## config.mk

```make
export PLATFORM = sky130hd
export DESIGN_NAME = ssd_queue
export DESIGN_NICKNAME = d
export VERILOG_FILES = /design/src/hw/rtl/ssd_pkg.sv /design/src/hw/rtl/ssd_queue.sv
export SDC_FILE = /design/constraint.sdc
export NUM_CORES = 1
export LEC_CHECK = 0
export ABC_AREA = 1
export ABC_CLOCK_PERIOD_IN_PS = 3150
export BUFFER_PORTS_ARGS = -buffer_cell sky130_fd_sc_hd__buf_4
export CORE_ASPECT_RATIO = 0.5
export CORE_MARGIN = 2
export CORE_UTILIZATION = 50
export CTS_BUF_LIST = sky130_fd_sc_hd__clkbuf_8
export DETAILED_ROUTE_END_ITERATION = 12
export GPL_TIMING_DRIVEN = 1
export HOLD_SLACK_MARGIN = 0.03
export PLACE_DENSITY = 0.83
export RECOVER_POWER = 50
export SETUP_SLACK_MARGIN = 0.15
export SLEW_MARGIN = 20
export SYNTH_ARGS = -nofsm -noshare
export SYNTH_HDL_FRONTEND = slang
export SYNTH_SLANG_ARGS = --single-unit
```

## constraint.sdc

```tcl
create_clock -name clk -period 3.15 [get_ports clk]
set_input_delay 0.945 -clock clk [delete_from_list [all_inputs] [get_ports clk]]
set_output_delay 0.945 -clock clk [all_outputs]
set_load 0.03 [all_outputs]
```

## src/hw/rtl/ssd_pkg.sv

```systemverilog
// Package for the multiplexed seven-segment display driver.
// Holds command codes, the internal operation type, queue entry types and segment tables.
`default_nettype none

package ssd_pkg;

    localparam int QUEUE_DEPTH  = 2;
    localparam int NUM_WIDTH    = 32;
    localparam int ENABLE_WIDTH = 6;
    localparam int SEG_WIDTH    = 8;
    localparam int CODE_WIDTH   = 8;
    localparam int CMD_WIDTH    = 3;

    localparam logic [CODE_WIDTH-1:0] BLANK_CODE = 8'h80;
    localparam logic [SEG_WIDTH-1:0]  POINT_BIT  = 8'h20;

    localparam logic [CMD_WIDTH-1:0] CMD_TICK       = 3'd0;
    localparam logic [CMD_WIDTH-1:0] CMD_SET_NUMBER = 3'd1;
    localparam logic [CMD_WIDTH-1:0] CMD_PUSH       = 3'd2;
    localparam logic [CMD_WIDTH-1:0] CMD_POP        = 3'd3;
    localparam logic [CMD_WIDTH-1:0] CMD_CLEAR      = 3'd4;
    localparam logic [CMD_WIDTH-1:0] CMD_LOAD       = 3'd5;

    typedef enum logic [2:0] {
        OP_TICK,
        OP_SET_NUMBER,
        OP_PUSH,
        OP_POP,
        OP_CLEAR,
        OP_LOAD,
        OP_MODE_ONLY
    } op_t;

    typedef struct packed {
        op_t                   op;
        logic [NUM_WIDTH-1:0]  number_value;
        logic [CODE_WIDTH-1:0] symbol_code;
        logic                  first_of_load;
        logic                  mode_select;
        logic                  mode_write;
    } queue_entry_t;

    typedef struct packed {
        logic         push;
        queue_entry_t entry;
    } queue_write_t;

    typedef struct packed {
        logic         valid;
        queue_entry_t entry;
    } queue_read_t;

    typedef enum logic {
        BK_IDLE,
        BK_CONVERT
    } back_state_t;

    // Segment byte of a decimal digit; codes above nine wrap as a remainder by ten.
    function automatic logic [SEG_WIDTH-1:0] digit_pattern(input logic [3:0] digit);
        logic [SEG_WIDTH-1:0] seg;
        unique case (digit)
            4'd0, 4'd10: seg = 8'hcf;
            4'd1, 4'd11: seg = 8'h0c;
            4'd2, 4'd12: seg = 8'h5b;
            4'd3, 4'd13: seg = 8'h5d;
            4'd4, 4'd14: seg = 8'h9c;
            4'd5, 4'd15: seg = 8'hd5;
            4'd6:        seg = 8'hd7;
            4'd7:        seg = 8'h4c;
            4'd8:        seg = 8'hdf;
            4'd9:        seg = 8'hdd;
            default:     seg = 8'hcf;
        endcase
        return seg;
    endfunction

    // Segment byte of an info code; anything that is neither a digit nor a known symbol is blank.
    function automatic logic [SEG_WIDTH-1:0] info_pattern(input logic [CODE_WIDTH-1:0] code);
        logic [SEG_WIDTH-1:0] seg;
        if (code < 8'd10) begin
            seg = digit_pattern(code[3:0]);
        end else begin
            unique case (code)
                8'h81:   seg = 8'hc3;
                8'h82:   seg = 8'hc8;
                8'h83:   seg = 8'h98;
                8'h84:   seg = 8'hd0;
                8'h85:   seg = 8'h58;
                default: seg = 8'h00;
            endcase
        end
        return seg;
    endfunction

endpackage

`default_nettype wire

```

## src/hw/rtl/ssd_queue.sv

```systemverilog
// Short in-order queue between the front and back ends of the display driver.
// Depends on ssd_pkg.
`default_nettype none

module ssd_queue (
    input  wire logic         clk,
    input  wire logic         rst_n,
    input  wire ssd_pkg::queue_write_t wr,
    input  wire logic         pop,
    output ssd_pkg::queue_read_t  rd,
    output logic              full
);
    import ssd_pkg::*;

    localparam int PTR_W = $clog2(QUEUE_DEPTH);
    localparam int CNT_W = $clog2(QUEUE_DEPTH + 1);

    queue_entry_t     entry_reg [QUEUE_DEPTH];
    logic [PTR_W-1:0] wr_ptr_reg, wr_ptr_next;
    logic [PTR_W-1:0] rd_ptr_reg, rd_ptr_next;
    logic [CNT_W-1:0] count_reg, count_next;

    always_comb
    begin
        wr_ptr_next = wr_ptr_reg;
        rd_ptr_next = rd_ptr_reg;
        if (wr.push) begin
            wr_ptr_next = (wr_ptr_reg == PTR_W'(QUEUE_DEPTH - 1)) ? '0 : wr_ptr_reg + PTR_W'(1);
        end
        if (pop) begin
            rd_ptr_next = (rd_ptr_reg == PTR_W'(QUEUE_DEPTH - 1)) ? '0 : rd_ptr_reg + PTR_W'(1);
        end
        case ({wr.push, pop})
            2'b10:   count_next = count_reg + CNT_W'(1);
            2'b01:   count_next = count_reg - CNT_W'(1);
            default: count_next = count_reg;
        endcase
    end

    always_ff @(posedge clk or negedge rst_n)
    begin
        if (!rst_n) begin
            wr_ptr_reg <= '0;
            rd_ptr_reg <= '0;
            count_reg  <= '0;
        end else begin
            wr_ptr_reg <= wr_ptr_next;
            rd_ptr_reg <= rd_ptr_next;
            count_reg  <= count_next;
        end
    end

    always_ff @(posedge clk)
    begin
        if (wr.push) begin
            entry_reg[wr_ptr_reg] <= wr.entry;
        end
    end

    assign rd.valid = (count_reg != '0);
    assign rd.entry = entry_reg[rd_ptr_reg];
    assign full     = (count_reg == CNT_W'(QUEUE_DEPTH));

endmodule

`default_nettype wire

```

==> results of run 1 <==
synth_stat cells:
cell type,count
inv_1,52
nand4_1,1
buf_6,6
o21ai_1,24
dfrtp_1,4
nand2_1,52
xnor2_1,1
nor2_1,2
buf_4,2
nand3_1,1
clkbuf_1,2
edfxtp_1,92
xor2_1,2
ha_1,1
o21ai_0,22
per-layer routing:
| metal | vias to the layer above | track usage | part of all wire |
|---|---|---|---|
| met1 | 1035 | 0.166 | 0.38 |
| li1 | 1084 | - | - |
| met5 | - | 0 | 0 |
| met4 | 0 | 0.0660 | 0.018 |
| met3 | 11 | 0.0570 | 0.037 |
| met2 | 48 | 0.303 | 0.56 |
worst max-delay path: stages (launching register included):
cell,delay [ns]
dfrtp_2,0.79
buf_12,0.29
nand2_1,0.08
o21ai_1,0.09
buf_4,0.18
worst paths after layout:
| check | endpoint | slack [ns] | depth (start not counted) |
|---|---|---|---|
| setup / recovery | rd[18] | 0.41 | 4 |
| hold / removal | wr_ptr_reg | 0.44 | 1 |
| setup reg to reg | entry_reg[1][19] | 1.37 | 3 |
| hold reg to reg | count_reg[1] | 0.50 | 2 |
| max in group asynchronous | rd_ptr_reg | 2.49 | 1 |
| min in group clk | count_reg[1] | 0.50 | 2 |
cell families after synthesis:
| family | synth area share |
|---|---|
| DFF | 0.788 |
| and+or+nand+nor | 0.0589 |
| adders and majority gates | 0.00345 |
| AOI/OAI and AO/OA | 0.0634 |
| buffers and inverters | 0.0786 |
| xor gates and xnor gates | 0.00724 |
layout make-up:
class / instances / share of cell area
clock buffers: 11 / 0.0332
clock inverters: 5 / 0.00411
inverters: 52 / 0.0427
multi-input cells: 106 / 0.107
flip-flops and latches: 96 / 0.627
well taps: 92 / 0.0252
repair buffers: 100 / 0.160
stage by stage:
step            util  total power [mW]
6_report       0.666              4.28
5_1_grt        0.666              4.52
4_1_cts        0.674              4.34
3_5_place_dp   0.649              3.67
3_3_place_gp   0.649              3.62
2_1_floorplan      -              3.03
power breakdown:
part | leakage, nW | internal (mW) | switching, mW
sequential | 0.910 | 1.70 | 0.141
combinational | 0.918 | 0.609 | 1.16
clock | 0.102 | 0.317 | 0.351
==> results.py, run 1 <==
metrics = {
    "pwr": {
        "power_density_mw_per_mm2": 936,
        "irDropWorstVdd_uv": 406,
        "power.leakage_nw": 1.93,
    },
    "route": {
        "totalWireLength_mm": 6.07,
        "vias": 2178,
        "avgRoutedWirePerCell_um": 13.1,
        "drt_iter0_markers": 130,
        "ant_nets": 0,
        "drt_first_pass_iters": 5,
        "vias_per_cell": 4.71,
        "drc": 0,
    },
    "synthesis": {
        "synthTopCellsByArea": "edfxtp_1 76%, inv_1 5.4%, nand2_1 5.4%",
        "syn_area_sq_mm": 0.00363,
        "yosys.area.top_type": "edfxtp_1",
        "syn_nets": 315,
        "synth_seq_area_share": 0.788,
        "ys_types": 15,
        "avgSynthCellArea_sq_um": 13.8,
        "netlist.area_leader.share": 0.761,
        "ys_ff_latch": 96,
        "netlist_instances": 264,
        "synth_warnings": 0,
    },
    "die": {
        "die_area_sq_mm": 0.00800,
        "ios": 98,
        "coreArea_sq_mm": 0.00686,
        "dieWidth_um": 125,
        "num_rows": 21,
        "initial_utilization": 0.529,
        "die_h_um": 64.3,
    },
    "final_layout": {
        "final_area_sq_mm": 0.00457,
        "largest_reg_flops": 92,
        "post_route_cells_drive_above_1_share": 0.265,
        "finalNetCount": 416,
        "multi_input_area_sq_um": 490,
        "layout_common_cells": "92 x edfxtp_1, 56 x inv_1, 52 x nand2_1, 49 x buf_4, 33 x clkbuf_4",
        "final_cell_count_no_fill": 462,
        "regArea_sq_mm": 0.00286,
        "fillers": 502,
        "area_delta_synth_final_pct": 25.8,
        "layout_commonest_cell": "edfxtp_1",
        "antenna_cells": 0,
    },
    "sta": {
        "finalMaxSlewViolations": 0,
        "setup_viol": 0,
        "fin_setup_tns_ns": 0,
        "skew_ns": 0.00714,
        "maxSlewHeadroom": 0.375,
        "max_freq_mhz": 364,
        "period_share": 0.871,
        "tightest_slew_ns": 0.936,
        "layout_min_cycle_time_ns": 2.74,
        "hold_ws_ns": 0.439,
        "grt_setup_unrepaired": "no",
        "fin_ws_ns": 0.406,
        "finalHoldViolCount": 0,
    },
    "cts": {
        "clkTransAtPathRegs_ns": 0.08,
        "ctsResizeCount": 0,
        "clockBufferDepth": 2,
        "cts-root-buf": "clkbuf_8",
        "cts_made_buffers": 9,
        "clock-sinks": 96,
        "postCtsSetupBuffers": 0,
        "htree_levels": 3,
        "clk_latency_ns": 0.34,
        "postCtsHoldBufs": 0,
        "cts_tree": "built",
    },
    "worst_hold_path": {
        "hold_path_class": "in -> async",
    },
    "critical_path": {
        "crit_type": "reg -> out",
        "startpoint": "rd_ptr_reg",
        "cp.required_ns": 2.20,
        "start_kind": "flip-flop",
        "crit_fanout": 51,
        "crit_arrival_ns": 1.80,
        "cp-end-kind": "output port",
        "r2r-start": "wr_ptr_reg",
    },
    "global_routing": {
        "grt_max_degree": 52,
        "grt_pass1_vias": 2246,
        "antenna_found_initial": 0,
        "grt_pass1_wl_mm": 9.83,
        "grt_usage": 0.161,
        "grt_overflow": 0,
    },
    "placement": {
        "pre_cts_slack_ns": 0.766,
        "portBuffers": 97,
        "dp_cells": 446,
        "dpl_cell_area_sq_mm": 0.00445,
        "hpwlAfterDp_mm": 4.41,
        "gp_congestion": 0.702,
    },
    "job": {
        "drv_cap": 0,
    },
    "run_status": {
        "status": "finished, final reports clean",
    },
}
No activity file was read; power rests on OpenSTA's default activity.
==> inputs of run 2 (changes only) <==
--- a/config.mk
+++ b/config.mk
@@ -16,7 +16,6 @@
 export GPL_TIMING_DRIVEN = 1
 export HOLD_SLACK_MARGIN = 0.03
 export PLACE_DENSITY = 0.83
-export RECOVER_POWER = 50
 export SETUP_SLACK_MARGIN = 0.15
 export SLEW_MARGIN = 20
 export SYNTH_ARGS = -nofsm -noshare
==> results.py, run 2 (same netlist as run 1, synthesis figures left out) <==
metrics = {
    "placement": {
        "gp_congestion": 0.702,
        "hpwlAfterDp_mm": 4.41,
        "portBuffers": 97,
    },
    "die": {
        "die_area_sq_mm": 0.00800,
        "num_rows": 21,
        "dieWidth_um": 125,
        "die_h_um": 64.3,
        "initial_utilization": 0.529,
        "coreArea_sq_mm": 0.00686,
        "ios": 98,
    },
    "critical_path": {
        "cp-end-kind": "output port",
        "cpPeakStageDelay_ns": 0.79,
        "start_kind": "flip-flop",
        "crit_fanout": 51,
        "cp_num_cells": 4,
        "worst-path-buf-inv": 2,
        "crit_arrival_ns": 1.79,
        "crit_type": "reg -> out",
        "crit_path_top_delay_cell": "dfrtp_2",
        "path_cells": "buf_12 > nand2_1 > o21ai_1 > buf_4",
        "rr_worst_depth": 2,
        "cp.required_ns": 2.20,
        "r2r_slack_ns": 1.57,
        "critical_path.top_delay_family": "flip-flops",
    },
    "global_routing": {
        "grt_usage": 0.161,
        "grt_max_degree": 52,
        "top_usage_layer": "met2",
        "grt_pass1_wl_mm": 9.83,
        "globalRouteMet3Util": 0.0570,
        "met1_usage": 0.166,
        "grt_util_met2": 0.303,
        "grt_pass1_vias": 2246,
        "grt_overflow": 0,
        "antenna_found_initial": 0,
    },
    "worst_hold_path": {
        "hold_path_class": "in -> async",
    },
    "sta": {
        "layout_min_cycle_time_ns": 2.73,
        "max_freq_mhz": 366,
        "finalHoldViolCount": 0,
        "finalMaxSlewViolations": 0,
        "grt_setup_unrepaired": "no",
        "skew_ns": 0.00776,
        "setup_viol": 0,
        "fin_setup_tns_ns": 0,
        "tightest_slew_ns": 0.666,
        "maxSlewHeadroom": 0.555,
        "period_share": 0.868,
    },
    "route": {
        "drt_iter0_markers": 128,
        "vias_per_cell": 4.65,
        "totalWireLength_mm": 6.08,
        "vias": 2148,
        "avgRoutedWirePerCell_um": 13.2,
        "ant_nets": 0,
        "drc": 0,
        "drt_first_pass_iters": 4,
    },
    "final_layout": {
        "fillers": 486,
        "antenna_cells": 0,
        "utilization": 0.674,
        "layout_common_cells": "97 x buf_4, 92 x edfxtp_1, 55 x inv_1, 52 x nand2_1, 24 x o21ai_1",
        "post_route_cells_drive_above_1_share": 0.308,
        "finalNetCount": 416,
        "layout_commonest_cell": "buf_4",
        "area_delta_synth_final_pct": 27.3,
        "multi_input_area_sq_um": 490,
        "largest_reg_flops": 92,
        "regArea_sq_mm": 0.00286,
    },
    "pwr": {
        "pwr-share-clk": 0.156,
        "power_density_mw_per_mm2": 927,
        "p_seq_frac": 0.429,
        "irDropWorstVdd_uv": 404,
        "intPower_mw": 2.63,
        "pwr-share-comb": 0.416,
        "p_sw_mw": 1.65,
        "p_sw_frac": 0.386,
        "power.leakage_nw": 1.99,
    },
    "cts": {
        "postCtsHoldBufs": 0,
        "cts_made_buffers": 9,
        "clockBufferDepth": 2,
        "ctsResizeCount": 0,
        "clock-sinks": 96,
        "htree_levels": 3,
        "cts-root-buf": "clkbuf_8",
        "postCtsSetupBuffers": 0,
        "clk_latency_ns": 0.33,
        "cts_tree": "built",
        "clkTransAtPathRegs_ns": 0.08,
    },
    "job": {
        "drv_cap": 0,
    },
    "run_status": {
        "status": "finished, final reports clean",
    },
}
==> run 2: per-layer routing <==
| metal | up-vias | share of wire |
|---|---|---|
| met5 | - | 0 |
| met4 | 0 | 0.017 |
| met3 | 8 | 0.034 |
| met2 | 42 | 0.56 |
| met1 | 1019 | 0.39 |
| li1 | 1079 | - |
==> run 2: path summary, 6_finish.rpt <==
kind	startpoint	to
setup / recovery	rd_ptr_reg	rd[18]
hold / removal	rst_n	wr_ptr_reg
setup reg to reg	wr_ptr_reg	entry_reg[0][18]
hold reg to reg	count_reg[1]	count_reg[1]
max in group asynchronous	rst_n	rd_ptr_reg
min in group clk	count_reg[1]	count_reg[1]
==> run 2: power groups by stage <==
stage	combinational (mW)	sequential, mW	clock [mW]
after global routing	1.91	1.87	0.751
final	1.78	1.84	0.667
after global placement	1.77	1.85	0
after floorplan	1.24	1.79	0
after CTS	1.81	1.84	0.696
after detailed placement	1.80	1.87	0
==> run 2: metrics by stage <==
stage                     setup slack (ns)  area, sq um  total power [mW]  hold slack, ns  std cells
after global placement               0.780         4450              3.62           0.455        446
after global routing                 0.233         4620              4.53           0.363        462
after floorplan                      0.556         3630              3.03           0.442        264
after detailed placement             0.766         4450              3.67           0.483        446
after CTS                            0.378         4620              4.34           0.368        462
final                                0.415         4620              4.28           0.392        462
==> run 2: layout make-up <==
cell class	instances	share of cell area
Tap cell	92	0.0249
Clock inverter	5	0.00406
Sequential cell	96	0.619
Inverter	52	0.0422
Clock buffer	11	0.0327
Multi-Input combinational cell	106	0.106
Timing Repair Buffer	100	0.171
==> inputs of run 3 (changes only) <==
--- a/config.mk
+++ b/config.mk
@@ -11,7 +11,7 @@
 export CORE_ASPECT_RATIO = 0.5
 export CORE_MARGIN = 2
 export CORE_UTILIZATION = 50
-export CTS_BUF_LIST = sky130_fd_sc_hd__clkbuf_8
+export CTS_BUF_LIST = sky130_fd_sc_hd__clkbuf_16
 export DETAILED_ROUTE_END_ITERATION = 12
 export GPL_TIMING_DRIVEN = 1
 export HOLD_SLACK_MARGIN = 0.03
==> results.py, run 3 (same netlist as run 1, synthesis figures left out) <==
metrics = {
    "run_status": {
        "status": "finished, final reports clean",
    },
    "route": {
        "avgRoutedWirePerCell_um": 13.7,
        "vias_per_cell": 4.75,
        "ant_nets": 0,
        "drc": 0,
        "drt_iter0_markers": 134,
        "drt_first_pass_iters": 4,
        "vias": 2193,
        "totalWireLength_mm": 6.31,
    },
    "final_layout": {
        "finalNetCount": 416,
        "final_cell_count_no_fill": 462,
        "fillers": 471,
        "post_route_cells_drive_above_1_share": 0.303,
        "layout_commonest_cell": "buf_4",
        "layout_common_cells": "97 x buf_4, 92 x edfxtp_1, 55 x inv_1, 52 x nand2_1, 24 x o21ai_1",
        "utilization": 0.686,
        "antenna_cells": 0,
        "area_delta_synth_final_pct": 29.6,
        "largest_reg_flops": 92,
    },
    "pwr": {
        "p_sw_mw": 1.71,
        "power_density_mw_per_mm2": 966,
        "power.leakage_nw": 2.02,
        "pwr-share-comb": 0.396,
        "irDropWorstVdd_uv": 434,
        "intPower_mw": 2.83,
        "p_seq_frac": 0.405,
        "pwr-share-clk": 0.200,
        "p_sw_frac": 0.377,
    },
    "placement": {
        "portBuffers": 97,
        "gp_congestion": 0.702,
        "dp_cells": 446,
        "pre_cts_slack_ns": 0.766,
        "hpwlAfterDp_mm": 4.41,
    },
    "die": {
        "die_area_sq_mm": 0.00800,
        "dieWidth_um": 125,
        "num_rows": 21,
        "ios": 98,
        "coreArea_sq_mm": 0.00686,
        "initial_utilization": 0.529,
        "die_h_um": 64.3,
    },
    "sta": {
        "maxSlewHeadroom": 0.548,
        "layout_min_cycle_time_ns": 2.77,
        "fin_ws_ns": 0.381,
        "grt_setup_unrepaired": "no",
        "max_freq_mhz": 361,
        "period_share": 0.879,
        "setup_viol": 0,
        "finalHoldViolCount": 0,
        "tightest_slew_ns": 0.676,
        "fin_setup_tns_ns": 0,
        "finalMaxSlewViolations": 0,
        "skew_ns": 0.00641,
        "hold_ws_ns": 0.399,
    },
    "critical_path": {
        "crit_arrival_ns": 1.82,
        "r2r-start": "wr_ptr_reg",
        "cp-end-kind": "output port",
        "rr_worst_depth": 2,
        "start_kind": "flip-flop",
        "crit_type": "reg -> out",
        "cp.required_ns": 2.20,
        "startpoint": "rd_ptr_reg",
        "r2r_slack_ns": 1.57,
        "timing.rr.end": "entry_reg[0][18]",
        "crit_fanout": 51,
        "worstSetupEndpoint": "rd[36]",
    },
    "cts": {
        "clkTransAtPathRegs_ns": 0.06,
        "cts-root-buf": "clkbuf_16",
        "clk_latency_ns": 0.33,
        "postCtsHoldBufs": 0,
        "htree_levels": 3,
        "ctsResizeCount": 0,
        "cts_tree": "built",
        "postCtsSetupBuffers": 0,
        "cts_made_buffers": 9,
        "clock-sinks": 96,
        "clockBufferDepth": 2,
    },
    "global_routing": {
        "antenna_found_initial": 0,
        "grt_usage": 0.168,
        "grt_pass1_wl_mm": 10.1,
        "grt_pass1_vias": 2249,
        "grt_max_degree": 52,
        "grt_overflow": 0,
    },
    "worst_hold_path": {
        "hold_path_class": "in -> async",
    },
    "job": {
        "drv_cap": 0,
    },
}
==> run 3: per-layer routing <==
| metal | wire length, um | part of all wire | track usage | vias to the layer above |
|---|---|---|---|---|
| met5 | 0 | 0 | 0 | - |
| met4 | 154 | 0.024 | 0.0801 | 0 |
| met3 | 251 | 0.040 | 0.0637 | 17 |
| met2 | 3450 | 0.55 | 0.309 | 50 |
| met1 | 2450 | 0.39 | 0.171 | 1042 |
| li1 | - | - | - | 1084 |
==> run 3: power groups by stage <==
stage | clock network (mW) | registers, mW | logic [mW]
2_1_floorplan | 0 | 1.79 | 1.24
3_3_place_gp | 0 | 1.85 | 1.77
3_5_place_dp | 0 | 1.87 | 1.80
4_1_cts | 0.931 | 1.84 | 1.82
5_1_grt | 0.988 | 1.87 | 1.92
6_report | 0.907 | 1.84 | 1.80
==> run 3: worst min path at each step <==
stage                         endpoint  slack [ns]  cells past startpoint
after CTS                   wr_ptr_reg        0.39                      1
after floorplan           count_reg[1]        0.44                      2
final                       wr_ptr_reg        0.40                      1
after detailed placement  count_reg[1]        0.48                      2
after global placement    count_reg[1]        0.46                      2
after global routing        wr_ptr_reg        0.38                      1
==> run 3: worst max-delay path: stages (launching register included) <==
cell,delay (ns)
dfrtp_2,0.79
buf_12,0.29
nand2_1,0.09
o21ai_0,0.10
buf_4,0.20
==> run 3: cell type report <==
class	instances	area [sq um]	area share
Multi-Input combinational cell	106	490	0.104
Clock inverter	7	26.3	0.00559
Sequential cell	96	2860	0.609
Timing Repair Buffer	100	788	0.168
Inverter	52	195	0.0415
Clock buffer	9	225	0.0479
Tap cell	92	115	0.0245
==> run 3: stage by stage <==
step | area, sq um | power, mW
finish | 4700 | 4.54
global route | 4700 | 4.78
CTS | 4700 | 4.59
detailed placement | 4450 | 3.67
global placement | 4450 | 3.62
floorplan | 3630 | 3.03
